File: src/sv/bfr_pkg.sv
// ----------------------------------------------------------------------------
// bfr_pkg
// shared constants, codes and types for the ordered job queue
// ----------------------------------------------------------------------------
package bfr_pkg;

  localparam int DEPTH    = 16;
  localparam int ID_W     = 16;
  localparam int HANDLE_W = 16;
  localparam int MODE_W   = 2;
  localparam int CAP_W    = 5;
  localparam int CNT_W    = $clog2(DEPTH + 1);
  localparam int OCC_W    = 5;

  localparam logic [MODE_W-1:0] MODE_ENQ = 2'd0;
  localparam logic [MODE_W-1:0] MODE_DEQ = 2'd1;
  localparam logic [MODE_W-1:0] MODE_REM = 2'd2;
  localparam logic [MODE_W-1:0] MODE_NOP = 2'd3;

  typedef logic [ID_W-1:0]     id_t;
  typedef logic [HANDLE_W-1:0] handle_t;
  typedef logic [CNT_W-1:0]    cnt_t;

  // command broadcast to every cell
  typedef struct packed {
    logic    shift_all;
    logic    remove;
    id_t     key;
    handle_t handle;
  } bfr_cmd_t;

endpackage

File: src/sv/bounded_fifo_remove_by_id_top.sv
// ----------------------------------------------------------------------------
// bounded_fifo_remove_by_id_top
// ordered job queue with enqueue, dequeue and remove by identifier
// ----------------------------------------------------------------------------
// The input stream carries one request per word: in_tuser holds the mode
// (enqueue, dequeue head, remove by identifier, no-op), in_tdata the job id
// and handle. Every request gives exactly one result word on the output
// stream: out_tuser is the success flag, out_tdata the taken id and handle
// plus occupancy, full and empty after the request.
// Entries sit in a row of DEPTH cells, head in cell 0. Each cell compares
// its id with the key and a found chain runs along the row, so a remove
// closes its gap and a dequeue shifts the whole row in the same cycle.
// A request is done in the cycle it is accepted; its result appears in the
// output register in the cycle after. One word per cycle is sustained while
// the receiver takes each result; the single output register sets this figure.
// While the receiver stalls the result is held and in_tready drops until it
// is taken. cfg_wdata sets the capacity (saturated at DEPTH).
// Reset empties the queue, clears the output valid and sets capacity to 16.
// ----------------------------------------------------------------------------
module bounded_fifo_remove_by_id_top (
  input  logic        clk,
  input  logic        rst_n,
  input  logic        cfg_wen,
  input  logic [4:0]  cfg_wdata,   // capacity
  input  logic        in_tvalid,
  output logic        in_tready,
  input  logic [31:0] in_tdata,    // job_id, job_handle
  input  logic [1:0]  in_tuser,    // mode
  output logic        out_tvalid,
  input  logic        out_tready,
  output logic [39:0] out_tdata,   // out_id, out_handle, occupancy, full_flag,
                                   // empty_flag, zero pad
  output logic [0:0]  out_tuser    // op_ok
);
  import bfr_pkg::*;

  logic [CAP_W-1:0] cap_r;
  cnt_t             count_r;
  cnt_t             count_nxt;
  cnt_t             eff_cap;
  logic             out_valid_r;
  logic [39:0]      out_data_r;
  logic [39:0]      out_data_nxt;
  logic             out_ok_r;
  logic             out_ok_nxt;

  bfr_cmd_t         cmd;
  logic             accept;
  logic [MODE_W-1:0] mode;
  logic             enq_ok;
  logic             any_found;
  logic             head_take;
  logic             op_ok;
  id_t              res_id;
  handle_t          res_handle;
  id_t              hit_id;
  handle_t          hit_handle;

  id_t              cell_id     [DEPTH];
  handle_t          cell_handle [DEPTH];
  logic             cell_match  [DEPTH];
  logic             cell_hit    [DEPTH];
  logic [DEPTH:0]   found;

  assign in_tready = !out_valid_r || out_tready;
  assign accept    = in_tvalid && in_tready;
  assign mode      = in_tuser;

  assign eff_cap   = (cap_r > CAP_W'(DEPTH)) ? CNT_W'(DEPTH) : CNT_W'(cap_r);
  assign enq_ok    = (count_r < eff_cap);
  assign any_found = found[DEPTH];

  always_comb begin
    head_take = 1'b0;
    case (mode)
      MODE_DEQ: head_take = (count_r != '0);
      MODE_REM: head_take = !any_found && cell_match[0];
      default:  head_take = 1'b0;
    endcase
  end

  assign cmd.shift_all = accept && head_take;
  assign cmd.remove    = accept && (mode == MODE_REM);
  assign cmd.key       = in_tdata[ID_W-1:0];
  assign cmd.handle    = in_tdata[ID_W+HANDLE_W-1:ID_W];

  assign found[0] = 1'b0;

  genvar gi;
  generate
    for (gi = 0; gi < DEPTH; gi++) begin : g_cell
      id_t     nb_id;
      handle_t nb_handle;
      logic    load;
      logic    occ;

      if (gi == DEPTH - 1) begin : g_last
        assign nb_id     = '0;
        assign nb_handle = '0;
      end else begin : g_mid
        assign nb_id     = cell_id[gi+1];
        assign nb_handle = cell_handle[gi+1];
      end

      assign occ  = (count_r > CNT_W'(gi));
      assign load = accept && (mode == MODE_ENQ) && enq_ok && (count_r == CNT_W'(gi));

      bfr_cell u_cell (
        .clk       (clk),
        .cmd       (cmd),
        .load      (load),
        .occ       (occ),
        .is_head   (gi == 0),
        .nb_id     (nb_id),
        .nb_handle (nb_handle),
        .found_in  (found[gi]),
        .found_out (found[gi+1]),
        .match     (cell_match[gi]),
        .hit       (cell_hit[gi]),
        .id_q      (cell_id[gi]),
        .handle_q  (cell_handle[gi])
      );
    end
  endgenerate

  always_comb begin
    hit_id     = '0;
    hit_handle = '0;
    for (int i = 0; i < DEPTH; i++) begin
      hit_id     = hit_id     | (cell_id[i]     & {ID_W{cell_hit[i]}});
      hit_handle = hit_handle | (cell_handle[i] & {HANDLE_W{cell_hit[i]}});
    end
  end

  always_comb begin
    op_ok      = 1'b0;
    res_id     = '0;
    res_handle = '0;
    count_nxt  = count_r;
    case (mode)
      MODE_ENQ: begin
        if (enq_ok) begin
          op_ok     = 1'b1;
          count_nxt = count_r + cnt_t'(1);
        end
      end
      MODE_DEQ, MODE_REM: begin
        if (mode == MODE_REM && any_found) begin
          op_ok      = 1'b1;
          res_id     = hit_id;
          res_handle = hit_handle;
          count_nxt  = count_r - cnt_t'(1);
        end else if (head_take) begin
          op_ok      = 1'b1;
          res_id     = cell_id[0];
          res_handle = cell_handle[0];
          count_nxt  = count_r - cnt_t'(1);
        end
      end
      default: begin
        op_ok = 1'b0;
      end
    endcase
  end

  always_comb begin
    out_ok_nxt   = op_ok;
    out_data_nxt = '0;
    out_data_nxt[ID_W-1:0]                      = res_id;
    out_data_nxt[ID_W+HANDLE_W-1:ID_W]          = res_handle;
    out_data_nxt[36:32]                         = OCC_W'(count_nxt);
    out_data_nxt[37]                            = (count_nxt >= eff_cap);
    out_data_nxt[38]                            = (count_nxt == '0);
  end

  always_ff @(posedge clk) begin
    if (!rst_n) begin
      cap_r       <= CAP_W'(16);
      count_r     <= '0;
      out_valid_r <= 1'b0;
    end else begin
      if (cfg_wen) begin
        cap_r <= cfg_wdata;
      end
      if (accept) begin
        count_r     <= count_nxt;
        out_valid_r <= 1'b1;
      end else if (out_tready) begin
        out_valid_r <= 1'b0;
      end
    end
  end

  always_ff @(posedge clk) begin
    if (accept) begin
      out_data_r <= out_data_nxt;
      out_ok_r   <= out_ok_nxt;
    end
  end

  assign out_tvalid   = out_valid_r;
  assign out_tdata    = out_data_r;
  assign out_tuser[0] = out_ok_r;

endmodule

File: src/sv/bfr_cell.sv
// ----------------------------------------------------------------------------
// bfr_cell
// one queue slot: holds an entry, compares it with the key, passes the
// match chain on and takes its right neighbor's entry when the gap closes
// ----------------------------------------------------------------------------
module bfr_cell (
  input  logic              clk,
  input  bfr_pkg::bfr_cmd_t cmd,
  input  logic              load,
  input  logic              occ,
  input  logic              is_head,
  input  bfr_pkg::id_t      nb_id,
  input  bfr_pkg::handle_t  nb_handle,
  input  logic              found_in,
  output logic              found_out,
  output logic              match,
  output logic              hit,
  output bfr_pkg::id_t      id_q,
  output bfr_pkg::handle_t  handle_q
);
  import bfr_pkg::*;

  id_t     id_r;
  id_t     id_nxt;
  handle_t handle_r;
  handle_t handle_nxt;
  logic    shift;

  assign match     = occ && (id_r == cmd.key);
  assign hit       = match && !is_head && !found_in;
  assign found_out = found_in || (match && !is_head);
  assign shift     = cmd.shift_all || (cmd.remove && found_out);

  always_comb begin
    id_nxt     = id_r;
    handle_nxt = handle_r;
    if (load) begin
      id_nxt     = cmd.key;
      handle_nxt = cmd.handle;
    end else if (shift) begin
      id_nxt     = nb_id;
      handle_nxt = nb_handle;
    end
  end

  always_ff @(posedge clk) begin
    id_r     <= id_nxt;
    handle_r <= handle_nxt;
  end

  assign id_q     = id_r;
  assign handle_q = handle_r;

endmodule

File: config.mk
export PLATFORM = sky130hd
export DESIGN_NAME = bounded_fifo_remove_by_id_top
export DESIGN_NICKNAME = d
export VERILOG_FILES = /design/src/sv/bfr_pkg.sv /design/src/sv/bounded_fifo_remove_by_id_top.sv /design/src/sv/bfr_cell.sv
export SDC_FILE = /design/constraint.sdc
export NUM_CORES = 1
export LEC_CHECK = 0
export ABC_AREA = 1
export BUFFER_PORTS_ARGS = -buffer_cell sky130_fd_sc_hd__buf_2
export CAP_MARGIN = 20
export CORE_MARGIN = 3
export CORE_UTILIZATION = 24
export CTS_BUF_LIST = sky130_fd_sc_hd__clkbuf_4
export CTS_CLUSTER_SIZE = 16
export DETAILED_ROUTE_END_ITERATION = 6
export SYNTH_ARGS = -nofsm -noshare
export SYNTH_HDL_FRONTEND = slang
export SYNTH_HIERARCHICAL = 1
export SYNTH_SLANG_ARGS = --single-unit
File: constraint.sdc
create_clock -name clk -period 8.6 [get_ports clk]
set_input_delay 0.86 -clock clk [delete_from_list [all_inputs] [get_ports clk]]
set_output_delay 0.86 -clock clk [all_outputs]
set_load 0.02 [all_outputs]
Yosys cells after proc, flatten, opt, wreduce, memory -nomap -nowiden
Cells that the tools add are included.
{"block": "totals", "ff_bits": 563, "out_inout_bits": 43, "word_cells": 365}
{"block": "op_classes", "addsub": 2, "magnitude_cmp": 19, "n_eq_ne": 33, "mux": 79, "n_bitwise": 58, "n_reduce_logical": 136}
{"op": "2-to-1 mux 16 bit", "n": 67}
{"op": "AND 16 bit", "n": 30}
{"op": "OR 16 bit", "n": 28}
{"op": "== test 16 bit", "n": 16}
{"op": "logical AND 1 bit", "n": 68}
{"op": "== test 5 x 4 -> 1 bit (second input constant)", "n": 8}
{"op": "> comparator 5 x 4 -> 1 bit (second input constant)", "n": 8}
{"op": "nonzero test 2 bit", "n": 17}
{"op": "logical OR 1 bit", "n": 30}
{"op": "== test 5 x 3 -> 1 bit (second input constant)", "n": 4}
{"op": "> comparator 5 x 3 -> 1 bit (second input constant)", "n": 4}
{"op": "2-to-1 mux 5 bit", "n": 4}
{"op": "logical NOT 1 bit", "n": 16}
{"op": "== test 5 x 2 -> 1 bit (second input constant)", "n": 2}
{"op": "> comparator 5 x 1 -> 1 bit (second input constant)", "n": 2}
{"op": "> comparator 5 x 2 -> 1 bit (second input constant)", "n": 2}
{"op": "logical NOT 5 bit", "n": 2}
{"op": "case mux 5 bit (2 select lines)", "n": 1}
{"op": "adder 5 x 1 -> 5 bit (second input constant)", "n": 1}
{"op": "== test 5 x 1 -> 1 bit (second input constant)", "n": 1}
{"op": ">= comparator 5 bit", "n": 1}
{"op": "> comparator 5 bit (second input constant)", "n": 1}
{"op": "< comparator 5 bit", "n": 1}
{"op": "2-to-1 mux 1 bit", "n": 5}
{"op": "7 further kinds", "n": 8}

Logic depth before layout (Yosys ltp)
{"block": "logic_depth", "word_depth": 23, "ltp_mapped": 60, "depth_no_buf": 59}

Hierarchy
The synthesis kept the hierarchy.
{"module": "bfr_cell", "n_inst": 16, "cells_each": 194, "area_per_inst_um2": 1796.7, "seq_area_each_um2": 960.9}
{"module": "bounded_fifo_remove_by_id_top", "n_inst": 1, "cells_each": 905, "area_per_inst_um2": 6018.3, "seq_area_each_um2": 1421.4}

Worst setup path before layout
Ideal clock, no wire load.
{"block": "synth_path", "path_type": "reg2reg", "startpoint": "reg count_r[1]", "endpoint": "reg g_cell[0].u_cell.handle_r[0] (enable)", "setup_time_ps": 389, "t_arrival_ps": 4703, "required_ps": 8211, "slack_ps": 3508, "path_stages_with_launch": 46, "n_path_buf": 1, "synth_period_minus_slack_ps": 5092, "path_cell_list": "dfxtp_1 clkbuf_1 inv_1 ha_1 o21ai_0 inv_1 a21oi_1 nand3b_1 nor2_1 nand4_1 nand2_2 inv_1 nand2_2 inv_1 nand2_2 inv_1 nand2_2 inv_1 (+10 left out) nand2_2 inv_1 nand2_2 inv_1 nand2_2 inv_1 nand2_2 inv_1 nand2_2 inv_1 nand2_2 nor2_1 nand2_1 nand2_4 nand2_4 nor2_1 nor2_1 nand2_1"}
{"item": "start: declaration", "line_no": "bounded_fifo_remove_by_id_top.sv:38", "source": "cnt_t count_r;"}
{"item": "start signal: assignment", "line_no": "bounded_fifo_remove_by_id_top.sv:186", "source": "count_r <= count_nxt;"}
{"item": "end signal: assignment", "line_no": "bfr_cell.sv:48", "source": "handle_r <= handle_nxt;"}
{"item": "end: declaration", "line_no": "bfr_cell.sv:25", "source": "handle_t handle_r;"}

Worst setup path after layout
{"block": "layout_path", "startpoint": "reg count_r[1]", "endpoint": "reg out_data_r[37] (netlist: out_tdata[37]), data pin"}
{"block": "layout_via", "elab_chain_cells": 23, "word_cells_on_any_way": 59, "classes_between": "add/sub: 2; order compare: 18; mux: 5; reduce/logical: 34"}
{"item": "> comparator 5 x 1 -> 1 bit (*)", "line_no": "bounded_fifo_remove_by_id_top.sv:105", "source": "assign occ = (count_r > CNT_W'(gi));"}
{"item": "via g_cell[1].occ", "line_no": "bounded_fifo_remove_by_id_top.sv:95", "source": "logic occ;"}
{"item": "logical AND 1 bit (*)", "line_no": "bfr_cell.sv:29", "source": "assign match = occ && (id_r == cmd.key);"}
{"item": "via found[2]", "line_no": "bounded_fifo_remove_by_id_top.sv:63", "source": "logic [DEPTH:0] found;"}
{"item": "logical OR 1 bit (*)", "line_no": "bfr_cell.sv:31", "source": "assign found_out = found_in || (match && !is_head);"}
{"item": "via found[3]", "line_no": "bounded_fifo_remove_by_id_top.sv:63"}
{"item": "logical OR 1 bit (*)", "line_no": "bfr_cell.sv:31"}
{"item": "via found[4]", "line_no": "bounded_fifo_remove_by_id_top.sv:63"}
{"item": "(+1 left out)"}
{"item": "via found[5]", "line_no": "bounded_fifo_remove_by_id_top.sv:63"}
{"item": "(+1 left out)"}
{"item": "via found[6]", "line_no": "bounded_fifo_remove_by_id_top.sv:63"}
{"item": "(+1 left out)"}
{"item": "via found[7]", "line_no": "bounded_fifo_remove_by_id_top.sv:63"}
{"item": "(+1 left out)"}
{"item": "via found[8]", "line_no": "bounded_fifo_remove_by_id_top.sv:63"}
{"item": "(+1 left out)"}
{"item": "via found[9]", "line_no": "bounded_fifo_remove_by_id_top.sv:63"}
{"item": "(+1 left out)"}
{"item": "via found[10]", "line_no": "bounded_fifo_remove_by_id_top.sv:63"}
{"item": "(+1 left out)"}
{"item": "via found[11]", "line_no": "bounded_fifo_remove_by_id_top.sv:63"}
{"item": "(+1 left out)"}
{"item": "via found[12]", "line_no": "bounded_fifo_remove_by_id_top.sv:63"}
{"item": "(+1 left out)"}
{"item": "via found[13]", "line_no": "bounded_fifo_remove_by_id_top.sv:63"}
{"item": "(+1 left out)"}
{"item": "via found[14]", "line_no": "bounded_fifo_remove_by_id_top.sv:63"}
{"item": "(+1 left out)"}
{"item": "via found[15]", "line_no": "bounded_fifo_remove_by_id_top.sv:63"}
{"item": "(+1 left out)"}
{"item": "via any_found", "line_no": "bounded_fifo_remove_by_id_top.sv:51", "source": "logic any_found;"}
{"item": "(+1 left out)"}
{"item": "logical AND 1 bit", "line_no": "bounded_fifo_remove_by_id_top.sv:77", "source": "MODE_REM: head_take = !any_found && cell_match[0];"}
{"item": "case mux 1 bit (2 select lines)", "line_no": "bounded_fifo_remove_by_id_top.sv:75", "source": "case (mode)"}
{"item": "2-to-1 mux 5 bit", "line_no": "bounded_fifo_remove_by_id_top.sv:153", "source": "end else if (head_take) begin"}
{"item": "2-to-1 mux 5 bit (*)", "line_no": "bounded_fifo_remove_by_id_top.sv:148", "source": "if (mode == MODE_REM && any_found) begin"}
{"item": "case mux 5 bit (2 select lines) (*)", "line_no": "bounded_fifo_remove_by_id_top.sv:140", "source": "case (mode)"}
{"item": "via count_nxt[4]", "line_no": "bounded_fifo_remove_by_id_top.sv:39", "source": "cnt_t count_nxt;"}
{"item": ">= comparator 5 bit (*)", "line_no": "bounded_fifo_remove_by_id_top.sv:172", "source": "out_data_nxt[37] = (count_nxt >= eff_cap);"}
{"item": "via out_data_nxt[37]", "line_no": "bounded_fifo_remove_by_id_top.sv:43", "source": "logic [39:0] out_data_nxt;"}
{"item": "end signal: assignment", "line_no": "bounded_fifo_remove_by_id_top.sv:196", "source": "out_data_r <= out_data_nxt;"}
{"item": "end: declaration", "line_no": "bounded_fifo_remove_by_id_top.sv:42", "source": "logic [39:0] out_data_r;"}
Mark *: on every way through the listed nets, which the timed path passes. The rest lies on a longest branch.
A chain may end at the register's enable or synchronous reset.

==> impl_metrics.ini <==
[run_status]
status = finished, final reports clean

[timing]
fmax_mhz = 145.6
slew_viol_final = 0
slew_headroom_pct = 24.18
setup_violations = 0
tns_ns = 0
clock_skew_ns = 0.07869
period_share_pct = 79.85
rsz0062_at_grt = false
hold_viol = 0
min_period_ns = 6.867
worst_pin_slew_ns = 1.137

[critical_path]
cp-endpoint = out_tdata[37]$_DFFE_PP_
critPathSlowestCell = dfxtp_1
crit_buf_inv = 19
critPathCaptureType = flop
r2r_cells = 49
crit_type = flop to flop
crit_start = count_r[1]$_SDFFE_PN0P_
critPathMaxFanout = 29
start_kind = flop
r2r_slack_ns = 1.73
worstPathRequired_ns = 9.38
worst_path_dominant_cell_family = simple AND/OR/NAND/NOR gates
reg2reg_to = out_tdata[37]$_DFFE_PP_
cp.depth = 49
max_stage_delay_ns = 0.68
r2r-start = count_r[1]$_SDFFE_PN0P_
cp.arrival_ns = 7.65

[route]
firstDrtPassIters = 6
dr_total_vias = 31308
drt-wirelength-per-cell_um = 23.72
wirelength_um = 147600
post-route-drc-count = 0
postRouteAntennaNets = 0
vias_per_cell = 5.032
drtIter0Drc = 4053

[job]
cap_violations = 0

[min_path]
worstHoldPathType = input pin to flop

[cts]
cts-resized-gates = 0
cts_buffers = 159
clk_latency_ns = 1.08
path_clk_slew_ns = 0.08
cts_tree = yes
root_buffer = clkbuf_4
cts_buffer_depth = 3
cts.sinks = 563
cts_max_level = 4

[yosys]
netlist_area_mm2 = 0.03467
yosys_warnings = 6
postSynthCellCount = 3994
avgSynthCellArea_um2 = 8.681

[place]
numPortBuffers = 85
dp_hpwl_um = 103600
gp_congestion = 1.020
place_inst = 5939

[grt]
grt_pass1_vias = 29877
antenna_found_initial = 16
grt_start_max_net_pins = 51
grt_usage_pct = 19.39
grt-ovfl-total = 0
grt_pass1_wl_um = 210500

[layout]
area_growth_pct = 14.65
stdcell_count = 6222
drive_gt1_share_pct = 19.31
layout.nets = 4279

[pwr]
ir_drop_mv = 0.1273
power_leakage_uw = 0.01637
power.density_mw_per_mm2 = 165.7

[die]
die_h_um = 386.1
dieArea_mm2 = 0.1491
num_io_pins = 87
rows = 138
die_x_um = 386.1
core_mm2 = 0.1424
start_util_pct = 24.34
==> layout make-up <==
cell class | count | area [um^2]
fillers | 15375 | 102700
well taps | 1890 | 2365
multi-input cells | 2811 | 15600
diodes | 8 | 20.02
clock inverters | 36 | 222.7
clock buffers | 232 | 1742
flip-flops and latches | 563 | 16800
repair buffers | 155 | 1026
inverters | 527 | 1981
==> registers in the layout, summed over array words and instances (netlist names) <==
register and count:
cap_r 5, g_cell.u_cell/handle_q 256, g_cell.u_cell/id_q 256, count_r 5, out_tuser 1, out_tdata 39, out_tvalid 1
==> power by group <==
group	total (uW)	internal [uW]	switching, uW	leakage, uW
logic	782	220	562	0.0100
registers	3260	3140	120	0.00517
clock network	2540	1290	1250	0.00118
total	6590	4650	1930	0.0164
==> placed cells by master (no fill, tap or decap), drive strengths merged, types with 16 or more instances in the layout <==
cell    instances
a21oi         318
a221oi         64
a22o           75
buf           153
clkbuf        232
clkinv         27
conb           51
edfxtp        552
ha             18
inv           532
mux2          304
nand2        1027
nand3          93
nand3b         17
nand4         109
nor2          505
nor3           17
o211ai         16
o21ai         104
xnor2          48
==> metal layers <==
metal | part of all wire (%) | vias to the layer above | GRT usage (%)
met3 | 10 | 341 | 4.752
met5 | 0.033 | - | 0
met1 | 41 | 15012 | 25.36
li1 | - | 14090 | -
met4 | 4.5 | 8 | 8.338
met2 | 44 | 1857 | 30.36
==> tightest hold or removal path, stage by stage <==
cell     delay, ns
buf_2         0.08
o21ai_0       0.08
a21oi_1       0.11
==> what timing repair did <==
item	CTS	global route
hold buffers	2	0
setup buffers	0	0
setup endpoints to repair	0	0
hold endpoints to repair	2	0
==> metrics by stage <==
| step | worst slack [ns] | util, % | hold slack (ns) | area, um^2 | total power [uW] |
|---|---|---|---|---|---|
| after global routing | 1.253 | 27.90 | 0.07031 | 39740 | 6857 |
| after floorplan | 3.508 | - | 0.4533 | 34860 | 3704 |
| after CTS | 1.852 | 27.82 | 0.03478 | 39620 | 6614 |
| after detailed placement | 1.836 | 26.42 | 0.4873 | 37640 | 4073 |
| final | 1.733 | 27.91 | 0.1371 | 39750 | 6585 |
| after global placement | 1.798 | 26.42 | 0.4866 | 37640 | 4070 |
==> how the worst min path moves through the flow <==
stage / start / cells after the start / slack (ns) / end
2_1_floorplan: cap_r[3]$_SDFFE_PN0P_ / 2 / 0.45 / cap_r[3]$_SDFFE_PN0P_
3_3_place_gp: cap_r[3]$_SDFFE_PN0P_ / 2 / 0.49 / cap_r[3]$_SDFFE_PN0P_
3_5_place_dp: cap_r[3]$_SDFFE_PN0P_ / 2 / 0.49 / cap_r[3]$_SDFFE_PN0P_
4_1_cts: out_tready / 4 / 0.03 / out_tvalid$_SDFFE_PN0P_
5_1_grt: out_tready / 4 / 0.07 / out_tvalid$_SDFFE_PN0P_
6_report: cfg_wdata[0] / 3 / 0.14 / cap_r[0]$_SDFFE_PN0P_
Note: power is estimated with default switching activity, not from simulation.
